**src/rtl/fxd_pkg.sv**
```systemverilog
// Types and constants of the framed XOR stream decrypter.
// No dependencies; used by the modules and the checker.
package fxd_pkg;

	localparam int KEY_BYTES    = 16;
	localparam int ACCESS_BYTES = 8;
	localparam int KEY_IDX_W    = $clog2(KEY_BYTES);
	localparam int ACC_IDX_W    = $clog2(ACCESS_BYTES);

	localparam logic [7:0]  START_BYTE  = 8'hAA;
	localparam logic [7:0]  END_BYTE    = 8'h55;
	localparam logic [7:0]  KEY_SALT    = 8'h5A;
	localparam logic [15:0] RESET_LIMIT = 16'd10240;

	localparam logic ACT_BYTE    = 1'b0;
	localparam logic ACT_TIMEOUT = 1'b1;

	localparam logic [2:0] KIND_PLAIN   = 3'd0;
	localparam logic [2:0] KIND_GOOD    = 3'd1;
	localparam logic [2:0] KIND_REJECT  = 3'd2;
	localparam logic [2:0] KIND_BADEND  = 3'd3;
	localparam logic [2:0] KIND_TIMEOUT = 3'd4;

	typedef enum logic [2:0] {
		PH_HUNT,
		PH_ACCESS,
		PH_STAMP,
		PH_SIZE,
		PH_DATA,
		PH_END
	} phase_t;

	typedef logic [ACCESS_BYTES-1:0][7:0] acc_bytes_t;
	typedef logic [3:0][7:0]              word_bytes_t;

	// Control from the frame sequencer to the keystream store
	typedef struct packed {
		logic                 commit;
		logic                 load;
		logic                 rekey;
		logic [KEY_IDX_W-1:0] idx;
		logic [7:0]           idx_byte;
	} ks_cmd_t;

endpackage

```
**src/rtl/fxd_stream_if.sv**
```systemverilog
// Request and result channel interfaces of the framed XOR stream decrypter.
// Depends on nothing but plain logic types.
interface fxd_rx_if;
	logic       valid;
	logic       ready;
	logic       action;
	logic [7:0] rx_byte;

	modport source (output valid, output action, output rx_byte, input ready);
	modport sink   (input valid, input action, input rx_byte, output ready);
endinterface

interface fxd_res_if;
	logic        valid;
	logic        ready;
	logic [2:0]  result_kind;
	logic [7:0]  plain_byte;
	logic [15:0] byte_count;

	modport source (output valid, output result_kind, output plain_byte,
		output byte_count, input ready);
	modport sink   (input valid, input result_kind, input plain_byte,
		input byte_count, output ready);
endinterface

```
**src/rtl/fxd_keystream.sv**
```systemverilog
// Derived key and rolling keystream store of the decrypter.
// Depends on fxd_pkg.
module fxd_keystream (
	input  logic                clk,
	input  fxd_pkg::ks_cmd_t    cmd,
	input  fxd_pkg::acc_bytes_t acc_bytes,
	input  logic [31:0]         timestamp,
	output logic [7:0]          ks_byte
);

	logic [fxd_pkg::KEY_BYTES-1:0][7:0] dk_q;
	logic [fxd_pkg::KEY_BYTES-1:0][7:0] ks_q;
	logic [fxd_pkg::KEY_BYTES-1:0][7:0] dk_init;

	always_comb begin
		for (int i = 0; i < fxd_pkg::KEY_BYTES; i++) begin
			dk_init[i] = acc_bytes[i % fxd_pkg::ACCESS_BYTES] ^ timestamp[i +: 8]
				^ fxd_pkg::KEY_SALT;
		end
	end

	// On a rekey the selected entry is index zero; fold in the update here too
	assign ks_byte = ks_q[cmd.idx] ^ (cmd.rekey ? (dk_q[cmd.idx] ^ cmd.idx_byte) : 8'h00);

	always_ff @(posedge clk) begin
		if (cmd.commit && cmd.load) begin
			dk_q <= dk_init;
			ks_q <= dk_init;
		end else if (cmd.commit && cmd.rekey) begin
			for (int i = 0; i < fxd_pkg::KEY_BYTES; i++) begin
				ks_q[i] <= ks_q[i] ^ dk_q[i] ^ cmd.idx_byte;
			end
		end
	end

endmodule

```
**src/rtl/framed_xor_stream_decrypter.sv**
```systemverilog
// Framed XOR stream decrypter: frame sequencer, input and result registers.
// Depends on fxd_pkg, fxd_stream_if and fxd_keystream.
//
// Usage:
//  rx carries requests: action 0 with a received byte, action 1 for a receive
//  timeout. A frame is 0xAA, eight access key bytes, a little-endian 32-bit
//  timestamp, a little-endian 32-bit size, the payload, then 0x55.
//  res carries results: one plaintext byte per payload byte (kind 0, with its
//  index), and one status at the frame end (good, size rejected, bad end byte
//  or timeout abort). Plaintext leaves before the end check; drop any frame
//  whose status is not good. Most requests give no result.
//  Path: a request is taken into the input register and worked on there; its
//  result enters the result register when the request advances, which needs
//  the result register empty or being read; res.valid then rises if it has one.
//  Throughput: one request per cycle while results are taken, set by the
//  single-pass sequencer between the input and result registers.
//  Stall: while res.ready is low a waiting result holds and the input register
//  fills; rx.ready then drops until the result is taken.
//  Reset: both registers empty, hunting for the start byte, limit 10240.
//  Write cfg_wdata with cfg_we only while the block is idle.
module framed_xor_stream_decrypter (
	input  logic        clk,
	input  logic        arst_n,
	fxd_rx_if.sink      rx,
	fxd_res_if.source   res,
	input  logic        cfg_we,
	input  logic [15:0] cfg_wdata
);

	logic        s1_valid;
	logic        s1_action;
	logic [7:0]  s1_byte;
	logic        adv;

	logic [15:0] max_q;
	fxd_pkg::phase_t phase_q, phase_d;
	logic [2:0]  cnt_q, cnt_d;
	fxd_pkg::acc_bytes_t ak_q;
	fxd_pkg::word_bytes_t ts_q, size_q;
	logic [15:0] idx_q, idx_d;

	logic        ak_we, ts_we, size_we, clear_fields;
	logic [31:0] size_full;
	logic [16:0] idx_next;

	logic        emit;
	logic [2:0]  kind_c;
	logic [7:0]  plain_c;
	logic [15:0] count_c;

	logic        res_valid_q;
	logic [2:0]  res_kind_q;
	logic [7:0]  res_plain_q;
	logic [15:0] res_count_q;

	fxd_pkg::ks_cmd_t ks_cmd;
	logic [7:0]  ks_byte;

	assign adv      = s1_valid && (!res_valid_q || res.ready);
	assign rx.ready = !s1_valid || adv;

	always_ff @(posedge clk or negedge arst_n) begin
		if (!arst_n) begin
			s1_valid <= 1'b0;
		end else if (rx.ready) begin
			s1_valid <= rx.valid;
		end
	end

	always_ff @(posedge clk) begin
		if (rx.ready && rx.valid) begin
			s1_action <= rx.action;
			s1_byte   <= rx.rx_byte;
		end
	end

	always_ff @(posedge clk or negedge arst_n) begin
		if (!arst_n) begin
			max_q <= fxd_pkg::RESET_LIMIT;
		end else if (cfg_we) begin
			max_q <= cfg_wdata;
		end
	end

	assign size_full = {s1_byte, size_q[2], size_q[1], size_q[0]};
	assign idx_next  = {1'b0, idx_q} + 17'd1;

	always_comb begin
		phase_d      = phase_q;
		cnt_d        = cnt_q;
		idx_d        = idx_q;
		ak_we        = 1'b0;
		ts_we        = 1'b0;
		size_we      = 1'b0;
		clear_fields = 1'b0;
		emit         = 1'b0;
		kind_c       = fxd_pkg::KIND_PLAIN;
		plain_c      = 8'h00;
		count_c      = idx_q;
		ks_cmd.commit   = adv;
		ks_cmd.load     = 1'b0;
		ks_cmd.rekey    = 1'b0;
		ks_cmd.idx      = idx_q[fxd_pkg::KEY_IDX_W-1:0];
		ks_cmd.idx_byte = idx_q[7:0];

		if (s1_action == fxd_pkg::ACT_TIMEOUT) begin
			if (phase_q != fxd_pkg::PH_HUNT) begin
				phase_d = fxd_pkg::PH_HUNT;
				cnt_d   = 3'd0;
				emit    = 1'b1;
				kind_c  = fxd_pkg::KIND_TIMEOUT;
			end
		end else begin
			unique case (phase_q)
				fxd_pkg::PH_HUNT: begin
					if (s1_byte == fxd_pkg::START_BYTE) begin
						phase_d      = fxd_pkg::PH_ACCESS;
						cnt_d        = 3'd0;
						idx_d        = 16'd0;
						clear_fields = 1'b1;
					end
				end
				fxd_pkg::PH_ACCESS: begin
					ak_we = 1'b1;
					cnt_d = cnt_q + 3'd1;
					if (cnt_q == 3'd7) begin
						phase_d = fxd_pkg::PH_STAMP;
					end
				end
				fxd_pkg::PH_STAMP: begin
					ts_we = 1'b1;
					cnt_d = cnt_q + 3'd1;
					if (cnt_q[1:0] == 2'd3) begin
						cnt_d   = 3'd0;
						phase_d = fxd_pkg::PH_SIZE;
					end
				end
				fxd_pkg::PH_SIZE: begin
					size_we = 1'b1;
					cnt_d   = cnt_q + 3'd1;
					if (cnt_q[1:0] == 2'd3) begin
						cnt_d = 3'd0;
						if (size_full == 32'd0 || size_full > {16'd0, max_q}) begin
							phase_d = fxd_pkg::PH_HUNT;
							emit    = 1'b1;
							kind_c  = fxd_pkg::KIND_REJECT;
							count_c = 16'd0;
						end else begin
							ks_cmd.load = 1'b1;
							idx_d       = 16'd0;
							phase_d     = fxd_pkg::PH_DATA;
						end
					end
				end
				fxd_pkg::PH_DATA: begin
					ks_cmd.rekey = (idx_q[fxd_pkg::KEY_IDX_W-1:0] == '0) && (idx_q != 16'd0);
					plain_c      = s1_byte ^ ks_byte;
					emit         = 1'b1;
					idx_d        = idx_next[15:0];
					if (idx_next >= {1'b0, size_q[1], size_q[0]}) begin
						phase_d = fxd_pkg::PH_END;
					end
				end
				fxd_pkg::PH_END: begin
					phase_d = fxd_pkg::PH_HUNT;
					emit    = 1'b1;
					kind_c  = (s1_byte == fxd_pkg::END_BYTE) ? fxd_pkg::KIND_GOOD
						: fxd_pkg::KIND_BADEND;
				end
				default: begin
					phase_d = fxd_pkg::PH_HUNT;
					cnt_d   = 3'd0;
				end
			endcase
		end
	end

	always_ff @(posedge clk or negedge arst_n) begin
		if (!arst_n) begin
			phase_q <= fxd_pkg::PH_HUNT;
			cnt_q   <= 3'd0;
			idx_q   <= 16'd0;
			ts_q    <= '0;
			size_q  <= '0;
		end else if (adv) begin
			phase_q <= phase_d;
			cnt_q   <= cnt_d;
			idx_q   <= idx_d;
			if (clear_fields) begin
				ts_q   <= '0;
				size_q <= '0;
			end
			if (ts_we) begin
				ts_q[cnt_q[1:0]] <= s1_byte;
			end
			if (size_we) begin
				size_q[cnt_q[1:0]] <= s1_byte;
			end
		end
	end

	always_ff @(posedge clk) begin
		if (adv && ak_we) begin
			ak_q[cnt_q[fxd_pkg::ACC_IDX_W-1:0]] <= s1_byte;
		end
	end

	fxd_keystream u_keystream (
		.clk       (clk),
		.cmd       (ks_cmd),
		.acc_bytes (ak_q),
		.timestamp (ts_q),
		.ks_byte   (ks_byte)
	);

	// Hold the result until taken; refill straight away when it leaves
	always_ff @(posedge clk or negedge arst_n) begin
		if (!arst_n) begin
			res_valid_q <= 1'b0;
		end else if (adv) begin
			res_valid_q <= emit;
		end else if (res.ready) begin
			res_valid_q <= 1'b0;
		end
	end

	always_ff @(posedge clk) begin
		if (adv && emit) begin
			res_kind_q  <= kind_c;
			res_plain_q <= plain_c;
			res_count_q <= count_c;
		end
	end

	assign res.valid       = res_valid_q;
	assign res.result_kind = res_kind_q;
	assign res.plain_byte  = res_plain_q;
	assign res.byte_count  = res_count_q;

endmodule

```
**src/flat_wrapper.sv**
```systemverilog
// flat-port wrapper written by rule: the top's interface ports become plain ports
module framed_xor_stream_decrypter_flat 
  (clk, arst_n, cfg_we, cfg_wdata, rx_valid, rx_action, rx_rx_byte, rx_ready, res_valid, res_result_kind, res_plain_byte, res_byte_count, res_ready);
  fxd_rx_if rx_i ();
  fxd_res_if res_i ();
  input  logic clk;
  input  logic arst_n;
  input  logic cfg_we;
  input  logic [15:0] cfg_wdata;
  input wire logic [$bits(rx_i.valid)-1:0] rx_valid;
  input wire logic [$bits(rx_i.action)-1:0] rx_action;
  input wire logic [$bits(rx_i.rx_byte)-1:0] rx_rx_byte;
  output wire logic [$bits(rx_i.ready)-1:0] rx_ready;
  output wire logic [$bits(res_i.valid)-1:0] res_valid;
  output wire logic [$bits(res_i.result_kind)-1:0] res_result_kind;
  output wire logic [$bits(res_i.plain_byte)-1:0] res_plain_byte;
  output wire logic [$bits(res_i.byte_count)-1:0] res_byte_count;
  input wire logic [$bits(res_i.ready)-1:0] res_ready;
  assign rx_i.valid = rx_valid;
  assign rx_i.action = rx_action;
  assign rx_i.rx_byte = rx_rx_byte;
  assign rx_ready = rx_i.ready;
  assign res_valid = res_i.valid;
  assign res_result_kind = res_i.result_kind;
  assign res_plain_byte = res_i.plain_byte;
  assign res_byte_count = res_i.byte_count;
  assign res_i.ready = res_ready;
  framed_xor_stream_decrypter u_core (.clk(clk), .arst_n(arst_n), .rx(rx_i), .res(res_i), .cfg_we(cfg_we), .cfg_wdata(cfg_wdata));
endmodule
```
**config.mk**
```make
export PLATFORM = sky130hd
export DESIGN_NAME = framed_xor_stream_decrypter_flat
export DESIGN_NICKNAME = d
export VERILOG_FILES = /design/src/rtl/fxd_pkg.sv /design/src/rtl/fxd_stream_if.sv /design/src/rtl/fxd_keystream.sv /design/src/rtl/framed_xor_stream_decrypter.sv /design/src/flat_wrapper.sv
export SDC_FILE = /design/constraint.sdc
export NUM_CORES = 1
export LEC_CHECK = 0
export BUFFER_PORTS_ARGS = -buffer_cell sky130_fd_sc_hd__buf_2
export CAP_MARGIN = 15
export CORE_MARGIN = 2
export CORE_UTILIZATION = 45
export CTS_CLUSTER_DIAMETER = 120
export DETAILED_ROUTE_END_ITERATION = 7
export PLACE_DENSITY = 0.63
export SLEW_MARGIN = 20
export SYNTH_ARGS = -nofsm -noshare
export SYNTH_HDL_FRONTEND = slang
export SYNTH_SLANG_ARGS = --single-unit
```
**constraint.sdc**
```tcl
create_clock -name clk -period 11.7 [get_ports clk]
set_input_delay 2.34 -clock clk [delete_from_list [all_inputs] [get_ports clk]]
set_output_delay 2.34 -clock clk [all_outputs]
set_load 0.02 [all_outputs]
```
==> results.json <==
{
  "status": "complete, no violations",
  "power_mw": 4.04,
  "dieArea_um2": 52200,
  "ioPinCount": 59,
  "postLayoutCoreUtil": 0.502,
  "p_int_mw": 2.89,
  "cts_hold_buf": 0,
  "maxCapViolCount": 0,
  "setup-tns-final_ns": 0,
  "viasPerCell": 5.53,
  "drive_gt1_frac": 0.146,
  "cts.repair.resized": 0,
  "nets": 1742,
  "die_h_um": 228,
  "leakagePower_nw": 8.62,
  "port_buffers": 58,
  "final-setup-viol-count": 0,
  "p_seq_frac": 0.513,
  "end_kind": "output port",
  "yosys_register_bits": 443,
  "gp_congestion": 0.889,
  "synth_area_um2": 22700,
  "wl_per_cell_um": 23.6,
  "ys_warn_count": 0,
  "switchingPower_mw": 1.16,
  "synth_area_per_cell_um2": 13.9,
  "drc": 0,
  "grt_pass1_wl_um": 84600,
  "tightest_slew_ns": 1.10,
  "fp.coreArea_um2": 50000,
  "drt_first_pass_iters": 4,
  "async_flop_share": 0.196,
  "overflow": 0,
  "min_path_type": "register to register",
  "ctsLongestPathBuffers": 3,
  "grt_pass1_vias": 13500,
  "hpwlAfterDp_um": 34600,
  "synth_nets": 1700,
  "hold_violations": 0,
  "final_common_cell": "edfxtp_1",
  "layout_common_cells": "edfxtp_1, xnor2_1, mux2_1",
  "fin_area_um2": 25100,
  "cp.arrival_ns": 2.96,
  "area_delta_synth_final_pct": 10.8,
  "critPathMaxFanout": 3,
  "fp-row-count": 82,
  "skew_ns": 0.0203,
  "fin_crit_ns": 5.30,
  "clkTransAtPathRegs_ns": 0.06,
  "cts_tree": "done",
  "antenna_found_initial": 0,
  "numCtsBuffers": 48,
  "maxSlewViolCount": 0,
  "synth_edf_count": 356,
  "min_period_over_period": 0.453,
  "wirelength_um": 56100,
  "power_frac_comb": 0.137,
  "fmax_ghz": 0.189,
  "die_x_um": 228,
  "first_iter_violations": 987,
  "synthCells": 1630,
  "ant_nets": 0,
  "clock_power_share": 0.350,
  "ys_types": 66,
  "switching_share": 0.286,
  "vdd_drop_max_uv": 84.0,
  "cts_htree_levels": 2,
  "start_util": 0.453,
  "yosys_most_used_dff": "edfxtp_1",
  "critical_path_class": "input port to output port",
  "clock_sinks": 443,
  "num_vias": 13200,
  "grt_max_degree": 131,
  "min_path_cells": 1,
  "slew_headroom": 0.259,
  "powerDensity_nw_per_um2": 161,
  "post_cts_buffers": 0,
  "clk_latency_ns": 0.59,
  "rsz0062_at_grt": "no",
  "groute.usage.overall": 0.217,
  "r2r_cells": 6,
  "critPathLaunchType": "input port",
  "required_ns": 9.36,
  "root_buffer": "clkbuf_16",
  "seq_area_frac_synth": 0.568,
  "place_area_um2": 23700
}
[logic make-up (layout without fill, tap and decap cells)]
| logic type | after synthesis | count (layout) | share of synthesized area |
|---|---|---|---|
| multiplexers | 203 | 203 | 0.124 |
| adder cells (fa/ha/maj) | 40 | 40 | 0.0221 |
| buffers and inverters | 143 | 220 | 0.0262 |
| flip-flops | 443 | 443 | 0.568 |
| other | 0 | 1 | 0 |
| XOR/XNOR | 412 | 412 | 0.160 |
| AO/OA/AOI/OAI | 177 | 177 | 0.0538 |
| AND/OR/NAND/NOR | 212 | 212 | 0.0456 |
[critical path, cell delays in order]
cell and delay [ns]:
buf_2 0.11, nor2b_1 0.20, nand2_1 0.13, buf_2 0.18
[state kept, by name, indices dropped and copies added, names as in the netlist]
signal / cells
u_core.res.byte_count: 16
u_core.max_q: 16
u_core.u_keystream.dk_q: 128
u_core.s1_action: 1
u_core.s1_byte: 8
u_core.phase_q: 3
u_core.s1_valid: 1
u_core.res.result_kind: 3
u_core.cnt_q: 3
u_core.res.valid: 1
u_core.size_full: 24
u_core.res.plain_byte: 8
u_core.ts_q: 23
u_core.ak_q: 64
u_core.idx_q: 16
u_core.u_keystream.ks_q: 128
[area by class of cell]
| cell class | count | area (µm²) |
|---|---|---|
| sequential | 443 | 12900 |
| clock inverter | 15 | 98.8 |
| inverter | 49 | 186 |
| antenna | 1 | 2.50 |
| tap | 672 | 841 |
| multi-input combinational | 1044 | 9240 |
| timing repair buffer | 86 | 515 |
| clock buffer | 70 | 1340 |
| fill | 4252 | 24900 |
[metal layers]
layer / up-vias / GRT usage / routed length (µm)
li1: 6004 / - / -
met1: 6672 / 0.295 / 24700
met2: 385 / 0.355 / 26900
met3: 102 / 0.0336 / 3000
met4: 0 / 0.0739 / 1500
met5: - / 0 / 0
[power by group through the flow]
stage | clock, mW | sequential [mW] | combinational, mW
detailed placement | 0 | 2.10 | 0.547
CTS | 1.45 | 2.07 | 0.551
global placement | 0 | 2.10 | 0.527
floorplan | 0 | 1.93 | 0.456
global route | 1.50 | 2.08 | 0.614
finish | 1.42 | 2.07 | 0.554
[path summary, 6_finish.rpt]
kind	startpoint	end	slack [ns]
max	res_ready	rx_ready	6.40
min	u_core.size_full[17]$_DFFE_PN0P_	u_core.size_full[17]$_DFFE_PN0P_	0.50
max reg2reg	u_core.phase_q[2]$_DFFE_PN0P_	u_core.u_keystream.ks_q[0]$_DFFE_PP_	7.30
min reg2reg	u_core.size_full[17]$_DFFE_PN0P_	u_core.size_full[17]$_DFFE_PN0P_	0.50
max in group asynchronous	arst_n	u_core.idx_q[1]$_DFFE_PN0P_	8.87
min in group asynchronous	arst_n	u_core.max_q[7]$_DFFE_PN0P_	1.79
[through the flow]
step | instances | hold WS [ns] | setup slack, ns
finish | 2380 | 0.503 | 6.40
global route | 2379 | 0.529 | 6.37
CTS | 2379 | 0.504 | 6.40
detailed placement | 2294 | 0.490 | 6.22
global placement | 2294 | 0.483 | 5.78
floorplan | 1630 | 0.466 | 5.16
[synthesized netlist by cell type (3+ instances only)]
master / n / area, µm²
nor3_1: 17 / 85.1
xnor2_1: 337 / 2950
inv_1: 46 / 173
dfrtp_1: 85 / 2130
edfxtp_1: 356 / 10700
o21ai_1: 5 / 25.0
mux4_2: 50 / 1130
nand3_1: 24 / 120
buf_1: 8 / 30.0
ha_1: 40 / 500
a21boi_0: 13 / 97.6
o21ai_0: 43 / 215
mux2_2: 31 / 349
clkbuf_1: 49 / 184
mux2_1: 98 / 1100
xor2_1: 74 / 648
and4_1: 7 / 61.3
nor3b_1: 3 / 22.5
nand2b_1: 6 / 37.5
or3_1: 5 / 31.3
a21oi_1: 21 / 105
o22ai_1: 10 / 62.6
mux2i_1: 24 / 240
nand2_1: 81 / 304
nor4_1: 9 / 56.3
and2_1: 3 / 18.8
a31oi_1: 7 / 43.8
a22o_1: 47 / 412
o211ai_1: 7 / 52.6
buf_2: 34 / 170
nor2_1: 34 / 128
a21o_1: 3 / 22.5
nand4_1: 9 / 56.3
(Power assumes the default switching activity.)
